## config.mk

```make
export PLATFORM = sky130hd
export DESIGN_NAME = affine_2d_transform_engine_unit
export DESIGN_NICKNAME = d
export VERILOG_FILES = /design/src/hdl/a2dte_pkg.sv /design/src/hdl/a2dte_mac.sv /design/src/hdl/affine_2d_transform_engine_unit.sv
export SDC_FILE = /design/constraint.sdc
export NUM_CORES = 2
export LEC_CHECK = 0
export BUFFER_PORTS_ARGS = -buffer_cell sky130_fd_sc_hd__buf_4
export CELL_PAD_IN_SITES_DETAIL_PLACEMENT = 1
export CELL_PAD_IN_SITES_GLOBAL_PLACEMENT = 1
export CORE_UTILIZATION = 29
export DETAILED_ROUTE_END_ITERATION = 6
export PLACE_DENSITY = 0.55
export REMOVE_ABC_BUFFERS = 1
export SYNTH_ARGS = -nofsm -noshare
export SYNTH_HDL_FRONTEND = slang
export SYNTH_SLANG_ARGS = --single-unit
```

## constraint.sdc

```tcl
create_clock -name clk_i -period 15.7 [get_ports clk_i]
set_input_delay 2.355 -clock clk_i [delete_from_list [all_inputs] [get_ports clk_i]]
set_output_delay 2.355 -clock clk_i [all_outputs]
set_load 0.02 [all_outputs]
```

## src/hdl/a2dte_pkg.sv

```systemverilog
// Shared types, codes and the micro-program of the 2D affine transform engine.
`default_nettype none
package a2dte_pkg;

  localparam int FRAC_BITS_DEF = 16;
  localparam int WORD_BITS_DEF = 32;

  localparam int ADDR_W = 5;
  localparam int RF_DEPTH = 25;
  localparam int PC_W = 7;
  localparam int ROM_LEN = 88;

  typedef enum logic [2:0] {
    CMD_IDENT  = 3'd0,
    CMD_TRANS  = 3'd1,
    CMD_ROT    = 3'd2,
    CMD_SCALE  = 3'd3,
    CMD_VERTEX = 3'd4
  } cmd_e;

  // register file map
  localparam logic [ADDR_W-1:0] A_M0 = 5'd0;
  localparam logic [ADDR_W-1:0] A_M1 = 5'd1;
  localparam logic [ADDR_W-1:0] A_M2 = 5'd2;
  localparam logic [ADDR_W-1:0] A_M3 = 5'd3;
  localparam logic [ADDR_W-1:0] A_M4 = 5'd4;
  localparam logic [ADDR_W-1:0] A_M5 = 5'd5;
  localparam logic [ADDR_W-1:0] A_T0 = 5'd6;
  localparam logic [ADDR_W-1:0] A_T1 = 5'd7;
  localparam logic [ADDR_W-1:0] A_T2 = 5'd8;
  localparam logic [ADDR_W-1:0] A_T3 = 5'd9;
  localparam logic [ADDR_W-1:0] A_T4 = 5'd10;
  localparam logic [ADDR_W-1:0] A_T5 = 5'd11;
  localparam logic [ADDR_W-1:0] A_S0 = 5'd12;
  localparam logic [ADDR_W-1:0] A_S1 = 5'd13;
  localparam logic [ADDR_W-1:0] A_S2 = 5'd14;
  localparam logic [ADDR_W-1:0] A_S3 = 5'd15;
  localparam logic [ADDR_W-1:0] A_S4 = 5'd16;
  localparam logic [ADDR_W-1:0] A_S5 = 5'd17;
  localparam logic [ADDR_W-1:0] A_A  = 5'd18;
  localparam logic [ADDR_W-1:0] A_B  = 5'd19;
  localparam logic [ADDR_W-1:0] A_PX = 5'd20;
  localparam logic [ADDR_W-1:0] A_PY = 5'd21;
  localparam logic [ADDR_W-1:0] A_ONE = 5'd22;
  localparam logic [ADDR_W-1:0] A_OMA = 5'd23;
  localparam logic [ADDR_W-1:0] A_OMB = 5'd24;
  localparam logic [ADDR_W-1:0] A_OX = 5'd25;
  localparam logic [ADDR_W-1:0] A_OY = 5'd26;

  localparam logic [PC_W-1:0] PC_VERTEX = 7'd0;
  localparam logic [PC_W-1:0] PC_TRANS  = 7'd9;
  localparam logic [PC_W-1:0] PC_ROT    = 7'd20;
  localparam logic [PC_W-1:0] PC_SCALE  = 7'd38;
  localparam logic [PC_W-1:0] PC_PREMUL = 7'd55;

  typedef enum logic [2:0] {
    UOP_MAC = 3'd0,
    UOP_MSC = 3'd1,
    UOP_ADD = 3'd2,
    UOP_SUB = 3'd3,
    UOP_WR  = 3'd4,
    UOP_JMP = 3'd5,
    UOP_END = 3'd6
  } uop_e;

  typedef struct packed {
    uop_e              op;
    logic [ADDR_W-1:0] sa;
    logic [ADDR_W-1:0] sb;
  } uop_t;

  typedef struct packed {
    logic clr;
    logic mul;
    logic acc;
    logic neg;
    logic prod;
  } mac_ctrl_t;

  typedef enum logic [4:0] {
    S_IDLE  = 5'b00001,
    S_LOAD  = 5'b00010,
    S_FETCH = 5'b00100,
    S_EXEC  = 5'b01000,
    S_MACC  = 5'b10000
  } state_e;

  function automatic uop_t mk(input uop_e op, input logic [ADDR_W-1:0] sa,
                              input logic [ADDR_W-1:0] sb);
    uop_t u;
    u.op = op;
    u.sa = sa;
    u.sb = sb;
    return u;
  endfunction

  function automatic uop_t rom_f(input logic [PC_W-1:0] pc);
    uop_t u;
    case (pc)
      7'd0:  u = mk(UOP_MAC, A_M0, A_A);
      7'd1:  u = mk(UOP_MAC, A_M1, A_B);
      7'd2:  u = mk(UOP_ADD, A_M2, A_M2);
      7'd3:  u = mk(UOP_WR, A_OX, A_OX);
      7'd4:  u = mk(UOP_MAC, A_M3, A_A);
      7'd5:  u = mk(UOP_MAC, A_M4, A_B);
      7'd6:  u = mk(UOP_ADD, A_M5, A_M5);
      7'd7:  u = mk(UOP_WR, A_OY, A_OY);
      7'd8:  u = mk(UOP_END, A_M0, A_M0);
      7'd9:  u = mk(UOP_ADD, A_ONE, A_ONE);
      7'd10: u = mk(UOP_WR, A_T0, A_T0);
      7'd11: u = mk(UOP_WR, A_T1, A_T1);
      7'd12: u = mk(UOP_ADD, A_A, A_A);
      7'd13: u = mk(UOP_WR, A_T2, A_T2);
      7'd14: u = mk(UOP_WR, A_T3, A_T3);
      7'd15: u = mk(UOP_ADD, A_ONE, A_ONE);
      7'd16: u = mk(UOP_WR, A_T4, A_T4);
      7'd17: u = mk(UOP_ADD, A_B, A_B);
      7'd18: u = mk(UOP_WR, A_T5, A_T5);
      7'd19: u = mk(UOP_JMP, A_M0, A_M0);
      7'd20: u = mk(UOP_ADD, A_ONE, A_ONE);
      7'd21: u = mk(UOP_SUB, A_A, A_A);
      7'd22: u = mk(UOP_WR, A_OMA, A_OMA);
      7'd23: u = mk(UOP_ADD, A_A, A_A);
      7'd24: u = mk(UOP_WR, A_T0, A_T0);
      7'd25: u = mk(UOP_SUB, A_B, A_B);
      7'd26: u = mk(UOP_WR, A_T1, A_T1);
      7'd27: u = mk(UOP_MAC, A_PX, A_OMA);
      7'd28: u = mk(UOP_MAC, A_PY, A_B);
      7'd29: u = mk(UOP_WR, A_T2, A_T2);
      7'd30: u = mk(UOP_ADD, A_B, A_B);
      7'd31: u = mk(UOP_WR, A_T3, A_T3);
      7'd32: u = mk(UOP_ADD, A_A, A_A);
      7'd33: u = mk(UOP_WR, A_T4, A_T4);
      7'd34: u = mk(UOP_MAC, A_PY, A_OMA);
      7'd35: u = mk(UOP_MSC, A_PX, A_B);
      7'd36: u = mk(UOP_WR, A_T5, A_T5);
      7'd37: u = mk(UOP_JMP, A_M0, A_M0);
      7'd38: u = mk(UOP_ADD, A_ONE, A_ONE);
      7'd39: u = mk(UOP_SUB, A_A, A_A);
      7'd40: u = mk(UOP_WR, A_OMA, A_OMA);
      7'd41: u = mk(UOP_ADD, A_ONE, A_ONE);
      7'd42: u = mk(UOP_SUB, A_B, A_B);
      7'd43: u = mk(UOP_WR, A_OMB, A_OMB);
      7'd44: u = mk(UOP_ADD, A_A, A_A);
      7'd45: u = mk(UOP_WR, A_T0, A_T0);
      7'd46: u = mk(UOP_WR, A_T1, A_T1);
      7'd47: u = mk(UOP_MAC, A_OMA, A_PX);
      7'd48: u = mk(UOP_WR, A_T2, A_T2);
      7'd49: u = mk(UOP_WR, A_T3, A_T3);
      7'd50: u = mk(UOP_ADD, A_B, A_B);
      7'd51: u = mk(UOP_WR, A_T4, A_T4);
      7'd52: u = mk(UOP_MAC, A_OMB, A_PY);
      7'd53: u = mk(UOP_WR, A_T5, A_T5);
      7'd54: u = mk(UOP_JMP, A_M0, A_M0);
      7'd55: u = mk(UOP_MAC, A_T0, A_M0);
      7'd56: u = mk(UOP_MAC, A_T1, A_M3);
      7'd57: u = mk(UOP_WR, A_S0, A_S0);
      7'd58: u = mk(UOP_MAC, A_T3, A_M0);
      7'd59: u = mk(UOP_MAC, A_T4, A_M3);
      7'd60: u = mk(UOP_WR, A_S3, A_S3);
      7'd61: u = mk(UOP_MAC, A_T0, A_M1);
      7'd62: u = mk(UOP_MAC, A_T1, A_M4);
      7'd63: u = mk(UOP_WR, A_S1, A_S1);
      7'd64: u = mk(UOP_MAC, A_T3, A_M1);
      7'd65: u = mk(UOP_MAC, A_T4, A_M4);
      7'd66: u = mk(UOP_WR, A_S4, A_S4);
      7'd67: u = mk(UOP_MAC, A_T0, A_M2);
      7'd68: u = mk(UOP_MAC, A_T1, A_M5);
      7'd69: u = mk(UOP_ADD, A_T2, A_T2);
      7'd70: u = mk(UOP_WR, A_S2, A_S2);
      7'd71: u = mk(UOP_MAC, A_T3, A_M2);
      7'd72: u = mk(UOP_MAC, A_T4, A_M5);
      7'd73: u = mk(UOP_ADD, A_T5, A_T5);
      7'd74: u = mk(UOP_WR, A_S5, A_S5);
      7'd75: u = mk(UOP_ADD, A_S0, A_S0);
      7'd76: u = mk(UOP_WR, A_M0, A_M0);
      7'd77: u = mk(UOP_ADD, A_S1, A_S1);
      7'd78: u = mk(UOP_WR, A_M1, A_M1);
      7'd79: u = mk(UOP_ADD, A_S2, A_S2);
      7'd80: u = mk(UOP_WR, A_M2, A_M2);
      7'd81: u = mk(UOP_ADD, A_S3, A_S3);
      7'd82: u = mk(UOP_WR, A_M3, A_M3);
      7'd83: u = mk(UOP_ADD, A_S4, A_S4);
      7'd84: u = mk(UOP_WR, A_M4, A_M4);
      7'd85: u = mk(UOP_ADD, A_S5, A_S5);
      7'd86: u = mk(UOP_WR, A_M5, A_M5);
      default: u = mk(UOP_END, A_M0, A_M0);
    endcase
    return u;
  endfunction

endpackage
`default_nettype wire

```

## src/hdl/a2dte_mac.sv

```systemverilog
// Shared multiply and saturating accumulate unit of the transform engine.
`default_nettype none
module a2dte_mac #(
  parameter int WORD_BITS = a2dte_pkg::WORD_BITS_DEF,
  parameter int FRAC_BITS = a2dte_pkg::FRAC_BITS_DEF
) (
  input  wire                         clk_i,
  input  a2dte_pkg::mac_ctrl_t        ctrl_i,
  input  wire logic signed [WORD_BITS-1:0] opa_i,
  input  wire logic signed [WORD_BITS-1:0] opb_i,
  output logic signed [WORD_BITS-1:0] res_o,
  output logic                        res_ovf_o,
  output logic                        mul_ovf_o
);

  localparam int PW = 2 * WORD_BITS;
  localparam int AW = WORD_BITS + 2;
  localparam logic signed [PW-1:0] RND = PW'((64'(1) << FRAC_BITS) - 64'(1));

  logic signed [PW-1:0] prod_q;
  logic signed [PW-1:0] adj;
  logic signed [PW-1:0] sh;
  logic signed [WORD_BITS-1:0] mq;
  logic signed [WORD_BITS-1:0] x;
  logic signed [AW-1:0] xe;
  logic signed [AW-1:0] acc_q;
  logic signed [AW-1:0] acc_d;

  always_ff @(posedge clk_i) begin
    if (ctrl_i.mul) begin
      prod_q <= PW'(opa_i) * PW'(opb_i);
    end
  end

  // truncate toward zero, then saturate to the word
  always_comb begin
    adj = prod_q + (prod_q[PW-1] ? RND : '0);
    sh = adj >>> FRAC_BITS;
    mul_ovf_o = !((&sh[PW-1:WORD_BITS-1]) || !(|sh[PW-1:WORD_BITS-1]));
    mq = mul_ovf_o ? {sh[PW-1], {(WORD_BITS-1){~sh[PW-1]}}} : sh[WORD_BITS-1:0];
  end

  always_comb begin
    x = ctrl_i.prod ? mq : opa_i;
    xe = AW'(x);
    acc_d = acc_q;
    if (ctrl_i.clr) begin
      acc_d = '0;
    end else if (ctrl_i.acc) begin
      acc_d = ctrl_i.neg ? acc_q - xe : acc_q + xe;
    end
  end

  always_ff @(posedge clk_i) begin
    acc_q <= acc_d;
  end

  always_comb begin
    res_ovf_o = !((&acc_q[AW-1:WORD_BITS-1]) || !(|acc_q[AW-1:WORD_BITS-1]));
    res_o = res_ovf_o ? {acc_q[AW-1], {(WORD_BITS-1){~acc_q[AW-1]}}}
                      : acc_q[WORD_BITS-1:0];
  end

endmodule
`default_nettype wire

```

## src/hdl/affine_2d_transform_engine_unit.sv

```systemverilog
// Top level of the 2D affine transform engine.
// Holds a 2D affine matrix (six coefficients of the top two rows, reset to identity) and
// takes one command word at a time: identity, translate, rotate about a pivot
// (cosine/sine pair), scale about a point, or transform a vertex, which
// returns one result word. Q16.16 by default; products truncate toward zero,
// sums saturate, and any saturation sets the overflow flag of the result.
// Matrix saturation is sticky until the next identity command. One word is in
// work at a time, from acceptance to ready again. A micro-program runs every
// product through one multiplier and one saturating accumulator: a product passes
// the FETCH, EXEC and MACC states, an add FETCH and EXEC, and a register write
// FETCH alone. A vertex result waits in an output register while the next word
// is accepted.
`default_nettype none
module affine_2d_transform_engine_unit #(
  parameter int FRAC_BITS = a2dte_pkg::FRAC_BITS_DEF,
  parameter int WORD_BITS = a2dte_pkg::WORD_BITS_DEF
) (
  input  wire          clk_i,
  input  wire          rst_ni,
  input  wire          s_axis_tvalid,
  output logic         s_axis_tready,
  // op_a [31:0], op_b [63:32], pivot_x [95:64], pivot_y [127:96]
  input  wire  [127:0] s_axis_tdata,
  // cmd [2:0]
  input  wire  [2:0]   s_axis_tuser,
  input  wire          s_axis_tlast,
  output logic         m_axis_tvalid,
  input  wire          m_axis_tready,
  // out_x [31:0], out_y [63:32]
  output logic [63:0]  m_axis_tdata,
  // overflow [0]
  output logic         m_axis_tuser,
  output logic         m_axis_tlast
);

  localparam int W = WORD_BITS;
  localparam int XW = (W > 32) ? W + 1 : 33;
  localparam logic ONE_OVF = (FRAC_BITS >= W - 1);
  localparam logic signed [W-1:0] ONE_W = ONE_OVF ? W'((64'(1) << (W - 1)) - 64'(1))
                                                  : W'(64'(1) << FRAC_BITS);

  function automatic logic [W:0] sat_in(input logic [31:0] v);
    logic signed [XW-1:0] e;
    logic ovf;
    e = XW'(signed'(v));
    ovf = !((&e[XW-1:W-1]) || !(|e[XW-1:W-1]));
    return {ovf, ovf ? {e[XW-1], {(W-1){~e[XW-1]}}} : e[W-1:0]};
  endfunction

  function automatic logic [32:0] sat_out(input logic signed [W-1:0] v);
    logic signed [XW-1:0] e;
    logic ovf;
    e = XW'(v);
    ovf = !((&e[XW-1:31]) || !(|e[XW-1:31]));
    return {ovf, ovf ? {e[XW-1], {31{~e[XW-1]}}} : e[31:0]};
  endfunction

  a2dte_pkg::state_e state_q, state_d;
  logic [a2dte_pkg::PC_W-1:0] pc_q, pc_d;
  logic [1:0] lcnt_q;
  a2dte_pkg::cmd_e cmd_q;
  logic last_q;
  logic f_q;
  logic sticky_q;
  logic [5:0] mvalid_q;
  logic signed [W-1:0] in_q [4];
  logic signed [W-1:0] rf_q [a2dte_pkg::RF_DEPTH];
  logic signed [W-1:0] rd1_q, rd2_q;
  logic [31:0] xr_q, yr_q;
  logic ovalid_q, olast_q, oovf_q;
  logic [31:0] ox_q, oy_q;

  a2dte_pkg::uop_t uop;
  a2dte_pkg::mac_ctrl_t ctrl;
  logic signed [W-1:0] mac_res;
  logic res_ovf, mul_ovf;
  logic [32:0] o32;
  logic [W:0] sa_in, sb_in, spx_in, spy_in;
  logic in_acc, out_acc;
  logic we;
  logic [a2dte_pkg::ADDR_W-1:0] wa;
  logic signed [W-1:0] wd;
  logic sub1, sub2;
  logic signed [W-1:0] sv1, sv2;
  logic wr_fire, end_fire;

  assign in_acc = s_axis_tvalid && s_axis_tready;
  assign out_acc = m_axis_tvalid && m_axis_tready;
  assign s_axis_tready = (state_q == a2dte_pkg::S_IDLE);
  assign uop = a2dte_pkg::rom_f(pc_q);

  assign sa_in = sat_in(s_axis_tdata[31:0]);
  assign sb_in = sat_in(s_axis_tdata[63:32]);
  assign spx_in = sat_in(s_axis_tdata[95:64]);
  assign spy_in = sat_in(s_axis_tdata[127:96]);
  assign o32 = sat_out(mac_res);

  assign wr_fire = (state_q == a2dte_pkg::S_FETCH) && (uop.op == a2dte_pkg::UOP_WR);
  assign end_fire = (state_q == a2dte_pkg::S_FETCH) && (uop.op == a2dte_pkg::UOP_END) &&
                    ((cmd_q != a2dte_pkg::CMD_VERTEX) || !ovalid_q || m_axis_tready);

  a2dte_mac #(
    .WORD_BITS(WORD_BITS),
    .FRAC_BITS(FRAC_BITS)
  ) u_mac (
    .clk_i     (clk_i),
    .ctrl_i    (ctrl),
    .opa_i     (rd1_q),
    .opb_i     (rd2_q),
    .res_o     (mac_res),
    .res_ovf_o (res_ovf),
    .mul_ovf_o (mul_ovf)
  );

  always_comb begin
    state_d = state_q;
    pc_d = pc_q;
    ctrl = '0;
    case (state_q)
      a2dte_pkg::S_IDLE: begin
        ctrl.clr = 1'b1;
        if (in_acc) begin
          case (a2dte_pkg::cmd_e'(s_axis_tuser))
            a2dte_pkg::CMD_TRANS: begin
              state_d = a2dte_pkg::S_LOAD;
              pc_d = a2dte_pkg::PC_TRANS;
            end
            a2dte_pkg::CMD_ROT: begin
              state_d = a2dte_pkg::S_LOAD;
              pc_d = a2dte_pkg::PC_ROT;
            end
            a2dte_pkg::CMD_SCALE: begin
              state_d = a2dte_pkg::S_LOAD;
              pc_d = a2dte_pkg::PC_SCALE;
            end
            a2dte_pkg::CMD_VERTEX: begin
              state_d = a2dte_pkg::S_LOAD;
              pc_d = a2dte_pkg::PC_VERTEX;
            end
            default: begin
              state_d = a2dte_pkg::S_IDLE;
            end
          endcase
        end
      end
      a2dte_pkg::S_LOAD: begin
        if (lcnt_q == 2'd3) begin
          state_d = a2dte_pkg::S_FETCH;
        end
      end
      a2dte_pkg::S_FETCH: begin
        case (uop.op)
          a2dte_pkg::UOP_WR: begin
            ctrl.clr = 1'b1;
            pc_d = pc_q + 1'b1;
          end
          a2dte_pkg::UOP_JMP: begin
            pc_d = a2dte_pkg::PC_PREMUL;
          end
          a2dte_pkg::UOP_END: begin
            if (end_fire) begin
              state_d = a2dte_pkg::S_IDLE;
            end
          end
          default: begin
            state_d = a2dte_pkg::S_EXEC;
          end
        endcase
      end
      a2dte_pkg::S_EXEC: begin
        if (uop.op inside {a2dte_pkg::UOP_MAC, a2dte_pkg::UOP_MSC}) begin
          ctrl.mul = 1'b1;
          state_d = a2dte_pkg::S_MACC;
        end else begin
          ctrl.acc = 1'b1;
          ctrl.neg = (uop.op == a2dte_pkg::UOP_SUB);
          pc_d = pc_q + 1'b1;
          state_d = a2dte_pkg::S_FETCH;
        end
      end
      a2dte_pkg::S_MACC: begin
        ctrl.acc = 1'b1;
        ctrl.prod = 1'b1;
        ctrl.neg = (uop.op == a2dte_pkg::UOP_MSC);
        pc_d = pc_q + 1'b1;
        state_d = a2dte_pkg::S_FETCH;
      end
      default: begin
        state_d = a2dte_pkg::S_IDLE;
      end
    endcase
  end

  always_comb begin
    we = 1'b0;
    wa = uop.sa;
    wd = mac_res;
    if (state_q == a2dte_pkg::S_LOAD) begin
      we = 1'b1;
      wa = a2dte_pkg::A_A + a2dte_pkg::ADDR_W'(lcnt_q);
      wd = in_q[lcnt_q];
    end else if (wr_fire && (uop.sa < a2dte_pkg::A_OX)) begin
      we = 1'b1;
    end
  end

  always_ff @(posedge clk_i) begin
    if (we) begin
      rf_q[wa] <= wd;
    end
  end

  // substitute the constant one and coefficients not written since identity or reset
  always_comb begin
    sub1 = (uop.sa == a2dte_pkg::A_ONE) ||
           ((uop.sa < a2dte_pkg::A_T0) && !mvalid_q[uop.sa[2:0]]);
    sub2 = (uop.sb == a2dte_pkg::A_ONE) ||
           ((uop.sb < a2dte_pkg::A_T0) && !mvalid_q[uop.sb[2:0]]);
    sv1 = (uop.sa == a2dte_pkg::A_ONE || uop.sa == a2dte_pkg::A_M0 ||
           uop.sa == a2dte_pkg::A_M4) ? ONE_W : '0;
    sv2 = (uop.sb == a2dte_pkg::A_ONE || uop.sb == a2dte_pkg::A_M0 ||
           uop.sb == a2dte_pkg::A_M4) ? ONE_W : '0;
  end

  always_ff @(posedge clk_i) begin
    rd1_q <= sub1 ? sv1 : rf_q[uop.sa];
    rd2_q <= sub2 ? sv2 : rf_q[uop.sb];
  end

  always_ff @(posedge clk_i) begin
    if (in_acc) begin
      in_q[0] <= sa_in[W-1:0];
      in_q[1] <= sb_in[W-1:0];
      in_q[2] <= spx_in[W-1:0];
      in_q[3] <= spy_in[W-1:0];
      last_q <= s_axis_tlast;
    end
    if (wr_fire && uop.sa == a2dte_pkg::A_OX) begin
      xr_q <= o32[31:0];
    end
    if (wr_fire && uop.sa == a2dte_pkg::A_OY) begin
      yr_q <= o32[31:0];
    end
    if (end_fire && cmd_q == a2dte_pkg::CMD_VERTEX) begin
      ox_q <= xr_q;
      oy_q <= yr_q;
      olast_q <= last_q;
    end
  end

  always_ff @(posedge clk_i or negedge rst_ni) begin
    if (!rst_ni) begin
      state_q <= a2dte_pkg::S_IDLE;
      pc_q <= '0;
      lcnt_q <= '0;
      cmd_q <= a2dte_pkg::CMD_IDENT;
      f_q <= 1'b0;
      sticky_q <= ONE_OVF;
      mvalid_q <= '0;
      ovalid_q <= 1'b0;
      oovf_q <= 1'b0;
    end else begin
      state_q <= state_d;
      pc_q <= pc_d;
      if (state_q == a2dte_pkg::S_LOAD) begin
        lcnt_q <= lcnt_q + 1'b1;
      end else begin
        lcnt_q <= '0;
      end
      if (in_acc) begin
        cmd_q <= a2dte_pkg::cmd_e'(s_axis_tuser);
        f_q <= ONE_OVF | sa_in[W] | sb_in[W] | spx_in[W] | spy_in[W];
        if (a2dte_pkg::cmd_e'(s_axis_tuser) == a2dte_pkg::CMD_IDENT) begin
          mvalid_q <= '0;
          sticky_q <= ONE_OVF;
        end
      end else if (state_q == a2dte_pkg::S_MACC) begin
        f_q <= f_q | mul_ovf;
      end else if (wr_fire) begin
        f_q <= f_q | res_ovf |
               (((uop.sa == a2dte_pkg::A_OX) || (uop.sa == a2dte_pkg::A_OY)) & o32[32]);
      end
      if (wr_fire && uop.sa < a2dte_pkg::A_T0) begin
        mvalid_q[uop.sa[2:0]] <= 1'b1;
      end
      if (end_fire && cmd_q != a2dte_pkg::CMD_VERTEX) begin
        sticky_q <= sticky_q | f_q;
      end
      if (end_fire && cmd_q == a2dte_pkg::CMD_VERTEX) begin
        ovalid_q <= 1'b1;
        oovf_q <= f_q | sticky_q;
      end else if (out_acc) begin
        ovalid_q <= 1'b0;
      end
    end
  end

  assign m_axis_tvalid = ovalid_q;
  assign m_axis_tdata = {oy_q, ox_q};
  assign m_axis_tlast = olast_q;
  assign m_axis_tuser = oovf_q;

  a_pc_range: assert property (@(posedge clk_i) disable iff (!rst_ni)
    pc_q < a2dte_pkg::PC_W'(a2dte_pkg::ROM_LEN))
    else $error("micro-program counter out of range");

  a_ident_clears: assert property (@(posedge clk_i) disable iff (!rst_ni)
    in_acc && (s_axis_tuser == a2dte_pkg::CMD_IDENT) |=> (mvalid_q == '0))
    else $error("identity did not restore the matrix");

  a_result_from_end: assert property (@(posedge clk_i) disable iff (!rst_ni)
    $rose(ovalid_q) |-> $past(state_q == a2dte_pkg::S_FETCH && cmd_q == a2dte_pkg::CMD_VERTEX))
    else $error("result raised outside a vertex end");

  a_sticky_fall: assert property (@(posedge clk_i) disable iff (!rst_ni)
    $fell(sticky_q) |-> $past(in_acc && s_axis_tuser == a2dte_pkg::CMD_IDENT))
    else $error("sticky overflow cleared without identity");

endmodule
`default_nettype wire
```

==> key figures <==
Outcome
  • Status: finished, final reports clean

Worst hold path
  • Hold Path Class: reg2reg

Logic synthesis
  • Synth Register Bits: around 1200
  • Yosys cell types: 100
  • Syn Inst Count: about 9000
  • EDFF count, synth: about 1100
  • Mean post-synth cell area: 10.7 sq um
  • Synth async-reset ratio: 0.0217
  • Top_reg_cell synth: edfxtp_1
  • Synth warn: 0
  • Seq/Total Area, Yosys: 0.381
  • Synthesized cell area: ~95000 sq um

Place
  • Gpl congestion: 0.857
  • IO Port Bufs: between 200 and 250
  • Post-DP Area: 102000 sq um
  • Post-DP HPWL: ~250000 microns
  • DP Cell Count: 13100

Floorplanning
  • Die area: between 300000 and 400000 sq um
  • Row Count: 210
  • Die W: between 500 and 600 microns
  • Core area: about 330000 sq um
  • Die Y: ~580 microns
  • Starting Density: 0.291
  • I/O pin count: a little over 200

Routing
  • Vias per cell: 5.15
  • Final antenna-violating net count: 0
  • DRT Pass-1 Iters: 6
  • DR iter-0 viols: between 4000 and 5000
  • DRC errors left: 0
  • Wirelength per Cell: 26.7 microns
  • Via count: 68600
  • Routed WL: around 360000 microns

Timing
  • Max_slew headroom: 0.166
  • Fin. Hold Viols: 0
  • RSZ-0062 raised after global routing: no
  • Clock skew: ~0.061 ns
  • Setup violations, final: 0
  • Crit share post-route: 0.604
  • Worst slew pin tran: between 1 and 1.5 ns
  • Hold slack final: 0.392 ns
  • Slew Limit Fails: 0
  • Period minus WS final: between 9 and 10 ns
  • Fmax: 0.105 GHz

Final layout
  • Layout fillers: 36300
  • Synthesis-to-layout area growth: 12.0%
  • Final Instance Count excl. Fillers: ~13000
  • Multi-input logic area: 53200 sq um
  • Share of post-route cells with drive strength above 1: 0.101
  • Seq. cell area: roughly 36000 sq um
  • Final design utilization: 0.326
  • # nets final: slightly above 10000
  • Design Area, Final: 107000 sq um

Clock network
  • Root buffer cell: clkbuf_16
  • Clock latency at the later pin of the worst-skew pair: between 0.8 and 0.9 ns
  • Number of setup buffers added after CTS: 0
  • CTS Buffer Depth: 4
  • Clock Sinks: around 1200
  • Post-cts sizing count: 0
  • H-Tree Level Count: 4
  • Hold_buf cts: 0
  • CTS tree: yes
  • Total CTS buffers: about 150
  • CTS clk-pin slew, worst paths: 0.06 ns

Worst setup path
  • WS Path Type: reg2reg
  • Critical Path AT: 10.19 ns
  • Critical path peak fanout: 24
  • Required @ worst endpoint: between 15 and 20 ns
  • Critical path's slowest cell: edfxtp_1
  • Setup crit end kind: register
  • CP peak stage delay: slightly below 0.9 ns
  • Most used cell along the critical path: ha_1
  • Crit start category: register

Global routing
  • GRT Overall Usage: 0.214
  • Grt total ovfl: 0
  • First-pass GRT wire length: about 520000 microns
  • Initial antenna violation count: 24
  • Pin count of the biggest net entering global routing: ~150
  • Number of global-route vias before repair: ~76000

Run
  • Maxcap violations: 0
cell type report:
cell class,count,share of cell area
diodes,14,0.000328
repair buffers,387,0.0281
flip-flops and latches,1247,0.340
multi-input cells,5976,0.498
well taps,4346,0.0509
inverters,1101,0.0387
clock buffers,196,0.0385
clock inverters,68,0.00562
cells by family (layout without fill, tap and decap cells):
family                     after synthesis  count (layout)  synth area share
muxes                                  312             312            0.0587
and+or+nand+nor                       3204            3204             0.150
xor gates and xnor gates               156             156            0.0143
AOI/OAI and AO/OA                      969             969            0.0694
buffers and inverters                 1667            1752            0.0663
DFF                                   1247            1247             0.381
other                                    0              14                 0
adders and majority gates             1335            1335             0.260
cells in the mapped netlist (67+ instances only):
| master | number | area [sq um] |
|---|---|---|
| mux2i_1 | 95 | 951 |
| a311oi_1 | 132 | 1160 |
| o21ai_0 | 127 | 636 |
| dfxtp_1 | 98 | 1960 |
| mux4_2 | 196 | 4410 |
| xnor2_1 | 100 | 876 |
| a31oi_1 | 69 | 432 |
| nand3_1 | 406 | 2030 |
| and3_1 | 87 | 544 |
| fa_1 | 1083 | 21700 |
| inv_1 | 1099 | 4130 |
| nor3_1 | 90 | 450 |
| nor2_1 | 322 | 1210 |
| edfxtp_1 | 1122 | 33700 |
| a21oi_1 | 244 | 1220 |
| nand2_1 | 1778 | 6670 |
| clkbuf_1 | 476 | 1790 |
| and2_1 | 353 | 2210 |
| ha_1 | 252 | 3150 |
| buf_1 | 67 | 251 |
sequential cells by signal, indices dropped and copies added (netlist names):
register / cells
cmd_q: 3
sticky_q: 1
lcnt_q: 2
mvalid_q: 6
u_mac.prod_q: 64
xr_q: 32
m_axis_tuser: 1
oy_q: 32
in_q: 128
f_q: 1
last_q: 1
m_axis_tlast: 1
m_axis_tvalid: 1
rd2_q: 32
u_mac.acc_q: 34
rf_q: 800
yr_q: 32
ox_q: 32
pc_q: 7
state_q: 5
rd1_q: 32
per-layer routing:
| layer | share of wire | vias up | global-route usage |
|---|---|---|---|
| met5 | 0 | - | 0 |
| met4 | 0.039 | 0 | 0.0761 |
| met3 | 0.042 | 548 | 0.0198 |
| met2 | 0.51 | 1798 | 0.387 |
| met1 | 0.41 | 36600 | 0.264 |
| li1 | - | 29700 | - |
cells in the final DEF, fill, tap and decap left out, types with 126 or more instances in the layout:
| cell type | instances |
|---|---|
| nand2_1 | 1776 |
| edfxtp_1 | 1122 |
| inv_1 | 1097 |
| fa_1 | 1083 |
| nand3_1 | 405 |
| buf_4 | 379 |
| and2_1 | 352 |
| nor2_1 | 291 |
| ha_1 | 252 |
| a21oi_1 | 240 |
| mux4_2 | 196 |
| clkbuf_16 | 157 |
| a311oi_1 | 132 |
| o21ai_0 | 126 |
critical path, delay by kind of cell (launching register included):
kind	cells	cell delay (ns)
XOR/XNOR	1	0.18
flip-flops	1	0.87
AO/OA/AOI/OAI	17	5.16
AND/OR/NAND/NOR	7	1.64
adder cells (fa/ha/maj)	3	0.98
buffers and inverters	1	0.21
multiplexers	1	0.27
final timing paths:
path	from	to	slack, ns	cells after the start
min	xr_q[2]	ox_q[2]	0.39	0
max in group asynchronous	rst_ni	lcnt_q[0]	13.80	1
max	u_mac.prod_q[63]	u_mac.acc_q[30]	6.21	30
max reg2reg	u_mac.prod_q[63]	u_mac.acc_q[30]	6.21	30
min in group asynchronous	rst_ni	m_axis_tuser	1.46	1
min reg2reg	xr_q[2]	ox_q[2]	0.39	0
metrics by stage:
stage | setup TNS [ns] | setup slack (ns)
floorplan | -2217.22 | -3.92
global placement | 0 | 6.41
detailed placement | 0 | 6.29
CTS | 0 | 6.28
global route | 0 | 5.57
finish | 0 | 6.21
Power is not shown: default switching activity piles up to over one toggle a cycle in this logic, so the estimate is an artifact.
